<file path="config.mk">
export PLATFORM = sky130hd
export DESIGN_NAME = ansi_sgr_color_filter_unit
export DESIGN_NICKNAME = d
export VERILOG_FILES = /design/src/hdl/asgr_pkg.sv /design/src/hdl/asgr_code_decode.sv /design/src/hdl/asgr_parser.sv /design/src/hdl/ansi_sgr_color_filter_unit.sv
export SDC_FILE = /design/constraint.sdc
export NUM_CORES = 1
export LEC_CHECK = 0
export ABC_AREA = 1
export BUFFER_PORTS_ARGS = -buffer_cell sky130_fd_sc_hd__buf_2
export CAP_MARGIN = 20
export CELL_PAD_IN_SITES_DETAIL_PLACEMENT = 0
export CELL_PAD_IN_SITES_GLOBAL_PLACEMENT = 1
export CORE_ASPECT_RATIO = 1.1
export CORE_UTILIZATION = 40
export DETAILED_ROUTE_END_ITERATION = 10
export GPL_ROUTABILITY_DRIVEN = 0
export PLACE_DENSITY_LB_ADDON = 0.1
export SYNTH_ARGS = -nofsm -noshare
export SYNTH_HDL_FRONTEND = slang
export SYNTH_SLANG_ARGS = --single-unit
</file>
<file path="constraint.sdc">
create_clock -name i_clk -period 4.5 [get_ports i_clk]
set_clock_uncertainty 0.15 [all_clocks]
set_input_delay 0 -clock i_clk [delete_from_list [all_inputs] [get_ports i_clk]]
set_output_delay 0 -clock i_clk [all_outputs]
set_load 0.01 [all_outputs]
</file>
<file path="src/hdl/asgr_pkg.sv">
`timescale 1ns / 1ps
// ----------------------------------------------------------------------------
// asgr_pkg
// shared types and constants of the sgr color filter
// ----------------------------------------------------------------------------
package asgr_pkg;

    localparam int unsigned ATTR_W = 16;
    localparam int unsigned CHAR_W = 8;
    localparam int unsigned CODE_W = 13;   // signed decimal value of two parameter bytes

    // parse modes
    localparam logic [1:0] MODE_IDLE = 2'd0;
    localparam logic [1:0] MODE_ESC  = 2'd1;
    localparam logic [1:0] MODE_CSI  = 2'd2;

    // special characters
    localparam logic [CHAR_W-1:0] CH_ESC    = 8'h1B;
    localparam logic [CHAR_W-1:0] CH_LBRACK = 8'h5B;
    localparam logic [CHAR_W-1:0] CH_M      = 8'h6D;

    localparam logic [CHAR_W-1:0] CH_ZERO   = 8'd48;
    localparam logic [ATTR_W-1:0] BG_MASK   = 16'h00F0;
    localparam logic [2:0]        COLOR_WHITE = 3'd7;

    // result kinds
    localparam logic KIND_CHAR = 1'b0;
    localparam logic KIND_ATTR = 1'b1;

    // action decoded from a terminated sequence
    typedef struct packed {
        logic       set_int;
        logic       clr_int;
        logic       load_init;
        logic       load_color;
        logic [2:0] color;
    } t_sgr_action;

    // one step result of the parser
    typedef struct packed {
        logic                 has;
        logic                 kind;
        logic [CHAR_W-1:0]    ch;
        logic [ATTR_W-1:0]    attr;
    } t_result;

    // ansi color index to console bit order (bit0 blue, bit1 green, bit2 red)
    function automatic logic [2:0] ansi_to_console(input logic [2:0] idx);
        return {idx[0], idx[1], idx[2]};
    endfunction

endpackage

</file>
<file path="src/hdl/asgr_code_decode.sv">
`timescale 1ns / 1ps
// ----------------------------------------------------------------------------
// asgr_code_decode
// turns the stored parameter bytes into a color / intensity action
// ----------------------------------------------------------------------------
module asgr_code_decode
    import asgr_pkg::*;
(
    input  logic [CHAR_W-1:0] i_p0,
    input  logic [CHAR_W-1:0] i_p1,
    input  logic [1:0]        i_pcnt,
    output t_sgr_action       o_action
);

    logic signed [CODE_W-1:0] d0;
    logic signed [CODE_W-1:0] d1;
    logic signed [CODE_W-1:0] code;
    logic signed [CODE_W-1:0] idx_full;

    assign d0 = $signed({{(CODE_W-CHAR_W){1'b0}}, i_p0}) -
                $signed({{(CODE_W-CHAR_W){1'b0}}, CH_ZERO});
    assign d1 = $signed({{(CODE_W-CHAR_W){1'b0}}, i_p1}) -
                $signed({{(CODE_W-CHAR_W){1'b0}}, CH_ZERO});

    // times ten as shift and add
    always_comb begin
        case (i_pcnt)
            2'd0:    code = '0;
            2'd1:    code = d0;
            default: code = (d0 <<< 3) + (d0 <<< 1) + d1;
        endcase
    end

    assign idx_full = code - 13'sd30;

    always_comb begin
        o_action = '0;
        case (code) inside
            13'sd0: begin
                o_action.clr_int   = 1'b1;
                o_action.load_init = 1'b1;
            end
            13'sd1: begin
                o_action.set_int = 1'b1;
            end
            [13'sd30:13'sd37]: begin
                o_action.load_color = 1'b1;
                o_action.color      = ansi_to_console(idx_full[2:0]);
            end
            13'sd90: begin
                o_action.load_color = 1'b1;
                o_action.color      = COLOR_WHITE;
                o_action.clr_int    = 1'b1;
            end
            default: begin
                o_action = '0;
            end
        endcase
    end

endmodule

</file>
<file path="src/hdl/asgr_parser.sv">
`timescale 1ns / 1ps
// ----------------------------------------------------------------------------
// asgr_parser
// escape sequence state and the per-byte step logic
// ----------------------------------------------------------------------------
module asgr_parser
    import asgr_pkg::*;
(
    input  logic              i_clk,
    input  logic              i_rst_n,
    input  logic              i_step,
    input  logic [CHAR_W-1:0] i_byte,
    input  logic              i_eos,
    input  logic [ATTR_W-1:0] i_init_attr,
    output t_result           o_result
);

    logic [1:0]        r_mode,  n_mode;
    logic [CHAR_W-1:0] r_p0,    n_p0;
    logic [CHAR_W-1:0] r_p1,    n_p1;
    logic [1:0]        r_pcnt,  n_pcnt;
    logic [ATTR_W-1:0] r_fore,  n_fore;
    logic              r_int,   n_int;

    t_sgr_action       action;
    logic [ATTR_W-1:0] upd_fore;
    logic              upd_int;

    asgr_code_decode u_code_decode (
        .i_p0     (r_p0),
        .i_p1     (r_p1),
        .i_pcnt   (r_pcnt),
        .o_action (action)
    );

    always_comb begin
        if (action.load_init) begin
            upd_fore = i_init_attr;
        end else if (action.load_color) begin
            upd_fore = {{(ATTR_W-3){1'b0}}, action.color};
        end else begin
            upd_fore = r_fore;
        end
        if (action.set_int) begin
            upd_int = 1'b1;
        end else if (action.clr_int) begin
            upd_int = 1'b0;
        end else begin
            upd_int = r_int;
        end
    end

    always_comb begin
        n_mode   = r_mode;
        n_p0     = r_p0;
        n_p1     = r_p1;
        n_pcnt   = r_pcnt;
        n_fore   = r_fore;
        n_int    = r_int;
        o_result = '0;
        if (i_eos) begin
            o_result.has  = 1'b1;
            o_result.kind = KIND_ATTR;
            o_result.attr = i_init_attr;
        end else if (i_byte == CH_ESC) begin
            n_mode = MODE_ESC;
        end else if (r_mode == MODE_ESC && i_byte == CH_LBRACK) begin
            n_mode = MODE_CSI;
        end else if (r_mode == MODE_CSI) begin
            if (i_byte != CH_M) begin
                // bytes past the second are dropped
                if (r_pcnt == 2'd0) begin
                    n_p0   = i_byte;
                    n_pcnt = 2'd1;
                end else if (r_pcnt == 2'd1) begin
                    n_p1   = i_byte;
                    n_pcnt = 2'd2;
                end
            end else begin
                n_fore        = upd_fore;
                n_int         = upd_int;
                n_p0          = '0;
                n_p1          = '0;
                n_pcnt        = '0;
                n_mode        = MODE_IDLE;
                o_result.has  = 1'b1;
                o_result.kind = KIND_ATTR;
                o_result.attr = upd_fore | {{(ATTR_W-4){1'b0}}, upd_int, 3'b000}
                                | (i_init_attr & BG_MASK);
            end
        end else begin
            o_result.has  = 1'b1;
            o_result.kind = KIND_CHAR;
            o_result.ch   = i_byte;
        end
    end

    always_ff @(posedge i_clk) begin
        if (!i_rst_n) begin
            r_mode <= MODE_IDLE;
            r_p0   <= '0;
            r_p1   <= '0;
            r_pcnt <= '0;
            r_fore <= '0;
            r_int  <= 1'b0;
        end else if (i_step) begin
            r_mode <= n_mode;
            r_p0   <= n_p0;
            r_p1   <= n_p1;
            r_pcnt <= n_pcnt;
            r_fore <= n_fore;
            r_int  <= n_int;
        end
    end

endmodule

</file>
<file path="src/hdl/ansi_sgr_color_filter_unit.sv">
`timescale 1ns / 1ps
// ----------------------------------------------------------------------------
// ansi_sgr_color_filter_unit
// strips ESC [ p m color sequences from a byte stream into attribute beats
// ----------------------------------------------------------------------------
// Takes one byte beat per cycle unless a result waits on a stalled output,
// and gives zero or one result beat for it: plain characters pass through
// (kind 0), a terminating 'm' or an end-of-stream beat gives a console
// attribute word (kind 1), and ESC, '[' and parameter bytes give nothing.
// The byte sits in an input register; one decode pass updates the parse
// state and fills the result register, and that single pass sets the rate.
// Beats with no result never wait on the output side. The user must write
// the initial attribute register only while the block is idle (unenforced).
// ----------------------------------------------------------------------------
module ansi_sgr_color_filter_unit
    import asgr_pkg::*;
(
    input  logic              i_clk,
    input  logic              i_rst_n,
    // configuration
    input  logic              i_cfg_we,
    input  logic [ATTR_W-1:0] i_cfg_wdata,
    // input channel
    input  logic              i_in_valid,
    output logic              o_in_stall,
    input  logic [CHAR_W-1:0] i_in_byte,
    input  logic              i_end_of_stream,
    // output channel
    output logic              o_out_valid,
    input  logic              i_out_stall,
    output logic              o_result_kind,
    output logic [CHAR_W-1:0] o_out_char,
    output logic [ATTR_W-1:0] o_attribute
);

    // initial attribute, background nibble source
    logic [ATTR_W-1:0] r_cfg;

    // input register
    logic              r_in_valid;
    logic [CHAR_W-1:0] r_in_byte;
    logic              r_in_eos;

    // result register
    logic              r_out_valid;
    logic              r_out_kind;
    logic [CHAR_W-1:0] r_out_char;
    logic [ATTR_W-1:0] r_out_attr;

    t_result           step_res;
    logic              advance;
    logic              in_accept;

    asgr_parser u_parser (
        .i_clk       (i_clk),
        .i_rst_n     (i_rst_n),
        .i_step      (advance),
        .i_byte      (r_in_byte),
        .i_eos       (r_in_eos),
        .i_init_attr (r_cfg),
        .o_result    (step_res)
    );

    // a held byte moves on when it has no result or the result slot frees up
    assign advance    = r_in_valid &&
                        (!step_res.has || !r_out_valid || !i_out_stall);
    assign o_in_stall = r_in_valid && !advance;
    assign in_accept  = i_in_valid && !o_in_stall;

    always_ff @(posedge i_clk) begin
        if (!i_rst_n) begin
            r_cfg <= 16'h0007;
        end else if (i_cfg_we) begin
            r_cfg <= i_cfg_wdata;
        end
    end

    // input stage
    always_ff @(posedge i_clk) begin
        if (!i_rst_n) begin
            r_in_valid <= 1'b0;
        end else if (in_accept) begin
            r_in_valid <= 1'b1;
        end else if (advance) begin
            r_in_valid <= 1'b0;
        end
    end

    always_ff @(posedge i_clk) begin
        if (in_accept) begin
            r_in_byte <= i_in_byte;
            r_in_eos  <= i_end_of_stream;
        end
    end

    // result stage
    always_ff @(posedge i_clk) begin
        if (!i_rst_n) begin
            r_out_valid <= 1'b0;
        end else if (advance && step_res.has) begin
            r_out_valid <= 1'b1;
        end else if (!i_out_stall) begin
            r_out_valid <= 1'b0;
        end
    end

    always_ff @(posedge i_clk) begin
        if (advance && step_res.has) begin
            r_out_kind <= step_res.kind;
            r_out_char <= step_res.ch;
            r_out_attr <= step_res.attr;
        end
    end

    assign o_out_valid   = r_out_valid;
    assign o_result_kind = r_out_kind;
    assign o_out_char    = r_out_char;
    assign o_attribute   = r_out_attr;

`ifndef NO_ASSERTIONS
    // a passed character carries no attribute bits
    a_char_no_attr: assert property (@(posedge i_clk) disable iff (!i_rst_n)
        (o_out_valid && o_result_kind == KIND_CHAR) |-> (o_attribute == '0))
        else $error("character beat with nonzero attribute");

    // an attribute beat carries no character
    a_attr_no_char: assert property (@(posedge i_clk) disable iff (!i_rst_n)
        (o_out_valid && o_result_kind == KIND_ATTR) |-> (o_out_char == '0))
        else $error("attribute beat with nonzero character");

    // end of stream restores the initial attribute
    a_eos_attr: assert property (@(posedge i_clk) disable iff (!i_rst_n)
        (advance && r_in_eos) |=>
            (o_out_valid && o_result_kind == KIND_ATTR && o_attribute == $past(r_cfg)))
        else $error("end of stream did not give initial attribute");

    // stall toward the source only while a byte is held
    a_stall_held: assert property (@(posedge i_clk) disable iff (!i_rst_n)
        o_in_stall |-> (r_in_valid && step_res.has && r_out_valid))
        else $error("input stalled with nothing held");
`endif

endmodule

</file>
==> summary.txt <==
Clock network
  – Clk root buf: clkbuf_16
  – Clock-pin slew on the worst setup and hold paths: 0.07 ns
  – Skew-Pair Late Insertion Delay: 0.35 ns
  – Total CTS buffers: 9
  – Longest Clk Path Bufs: 2
  – Max H-tree Level: 3
  – Clock sinks: 89
  – CTS tree: yes
  – Post-CTS setup buffers: 0

Final layout
  – Util after Layout: 50.0%
  – Final instance area: 6320 sq um
  – Commonest non-fill, non-tap cell in the layout: nand2_1
  – Layout area overhead: 21.9%
  – Most frequent cells in the layout: nand2_1 (136), inv_1 (112), nor2_1 (69), buf_2 (56), dfxtp_1 (55)
  – ANT cells: 0
  – Nets@finish: 830
  – Share of layout cells above drive strength 1: 15.8%
  – Cell Count, Final, Fillers Out: 937

Global route
  – Overall routing resource usage: 20.3%
  – Largest net degree at the start of global routing: 51
  – Initial antenna violation count: 0
  – Vias in the first global route: 4490
  – Global-route wire length before repair: 21500 um
  – Total grt overflow: 0

Power
  – Clock power share: 45.0%
  – Max rail drop VDD: 245 uV
  – Switching part of the total: 22.6%
  – Cell-internal power: 1.43 mW
  – Gate power share: 7.3%
  – Tot Pwr: 1.85 mW
  – Flop pwr share: 47.7%
  – Psw: 0.418 mW
  – Leak: 2.87 nW
  – Power per Cell Area: 293 nW/um^2

Timing
  – Worst-Margin Slew: 0.776 ns
  – Slew Limit Headroom: 48.3%
  – Max Freq: 250 MHz
  – Final Hold Vio Count: 0
  – Final period util: 88.8%
  – Setup TNS: 0 ns
  – Slew Viols, Final: 0
  – RSZ-0062 raised after global routing: no
  – Minimum clock period after layout: 4.00 ns
  – Hold WS: 0.0907 ns
  – Setup Viol. Count Final: 0
  – Final WS setup: 0.502 ns

Floorplan
  – Initial Util: 41.0%
  – Core Footprint: 12600 sq um
  – Die width: 111 um
  – Die height: 121 um
  – Total die area: 13400 sq um
  – Top-Level Pins: 57
  – Rows: 43

Critical path
  – Delay-heaviest family, CP: simple AND/OR/NAND/NOR gates
  – Max incr delay on CP: 0.52 ns
  – Cell mode on critical path: nand2_1
  – Critical path buffer and inverter count: 5
  – Startpoint types: register
  – FF-to-FF End: o_attribute[0]
  – Levels on crit path: 25
  – R2R depth: 25
  – CP Max Fanout: 24
  – Slowest CP cell: fa_1
  – Worst Path Arrival: 3.96 ns
  – Crit Reg-Reg Startpoint: u_parser.r_p0[4]
  – Crit path kind: register to register
  – Reg2reg setup slack: 0.50 ns
  – Req. time, crit path: 4.46 ns
  – Setup crit end kind: register

Synth
  – Post-Syn Nets: 740
  – Synth Register Bits: 89
  – Netlist cell types: 44
  – Post-Synthesis Cells: 685
  – Syn avg cell area: 7.57 sq um
  – Synthesis Warnings: 0
  – Synthesized area: 5190 sq um
  – Sequential area share after synthesis: 40.9%

Hold path
  – Min-Delay Path Class: input pin to register
  – Worst hold path endpoint: r_cfg[2]
  – Min-delay src: i_rst_n
  – Hold Path Depth: 2

Placement
  – Area after DPL: 5600 sq um
  – Post-DP HPWL: 9060 um
  – Placed Cells: 882
  – Buffers added on ports: 56
  – Dpl ws: 0.490 ns

Routing
  – WL/cell: 13.7 um
  – Detailed Routing Iterations Pass 1: 6
  – Post-route ant nets: 0
  – Via/cell ratio: 4.90
  – DR DRC count: 0
  – Vias: 4590
  – Final wirelength: 12800 um
  – Initial DRC Count: 226

Run
  – Max cap viols: 0

Outcome
  – Status: finished clean
[routing by layer]
layer | up-vias | GRT usage (%) | wire length [um]
li1 | 2381 | - | -
met1 | 2130 | 26.0 | 6200
met2 | 66 | 33.7 | 6070
met3 | 13 | 4.00 | 318
met4 | 0 | 8.17 | 210
met5 | - | 0 | 0
[state kept, by name, indices dropped and copies added (netlist names)]
signal           count
o_attribute         16
r_cfg               16
u_parser.r_fore     16
o_out_char           8
r_in_byte            8
u_parser.r_p0        8
u_parser.r_p1        8
u_parser.r_mode      2
u_parser.r_pcnt      2
o_out_valid          1
o_result_kind        1
r_in_eos             1
r_in_valid           1
u_parser.r_int       1
[cell usage after synthesis, drive strengths merged]
library cell,instances,area (sq um)
buf,11,67.6
nand2,147,589
nand4,11,81.3
nor4,2,27.5
or2,9,56.3
a31oi,4,25.0
o22ai,4,37.5
dfxtp,55,1100
nor3,5,25.0
o2111ai,1,8.76
and2,1,6.26
a21oi,46,245
nand3b,4,30.0
nand3,52,295
o21ai,62,318
o211ai,1,7.51
a21o,1,7.51
xnor2,1,16.3
nor2,78,330
inv,122,465
edfxtp,34,1020
ha,16,200
clkbuf,7,26.3
xor2,2,17.5
fa,9,180
[what timing repair did]
action,4_1_cts,5_1_grt
hold endpoints to repair,27,0
hold buffers,39,0
resized for setup,0,0
[power groups by stage]
stage	clock, mW	sequential [mW]	combinational [mW]
2_1_floorplan	0	0.903	0.0585
3_3_place_gp	0	0.902	0.104
3_5_place_dp	0	0.901	0.108
4_1_cts	0.852	0.883	0.136
5_1_grt	0.883	0.886	0.151
6_report	0.833	0.883	0.136
[cell families after synthesis]
family          after synthesis  synth area share, %
simple gates                309                 27.8
buf+inv                     140                 10.8
compound gates              119                 12.5
flops                        89                 40.9
fa+ha+maj                    25                 7.33
xor+xnor                      3                0.652
[final cells by class]
| cell class | count | area, sq um |
|---|---|---|
| clock buffer | 10 | 239 |
| multi-input combinational | 456 | 2500 |
| inverter | 122 | 465 |
| tap | 157 | 196 |
| sequential | 89 | 2120 |
| timing repair buffer | 97 | 706 |
| clock inverter | 6 | 88.8 |
| fill | 1235 | 6320 |
[how the worst max path moves through the flow]
stage | from | endpoint | slack, ns
final | u_parser.r_p0[4] | o_attribute[0] | 0.50
after global routing | u_parser.r_p0[4] | o_attribute[10] | 0.07
after CTS | u_parser.r_p0[4] | o_attribute[0] | 0.49
after detailed placement | u_parser.r_p0[4] | o_attribute[0] | 0.49
after global placement | u_parser.r_p0[4] | o_attribute[10] | 0.57
after floorplan | u_parser.r_p0[4] | o_attribute[13] | 0.99
No activity file was read; power rests on OpenSTA's default activity.
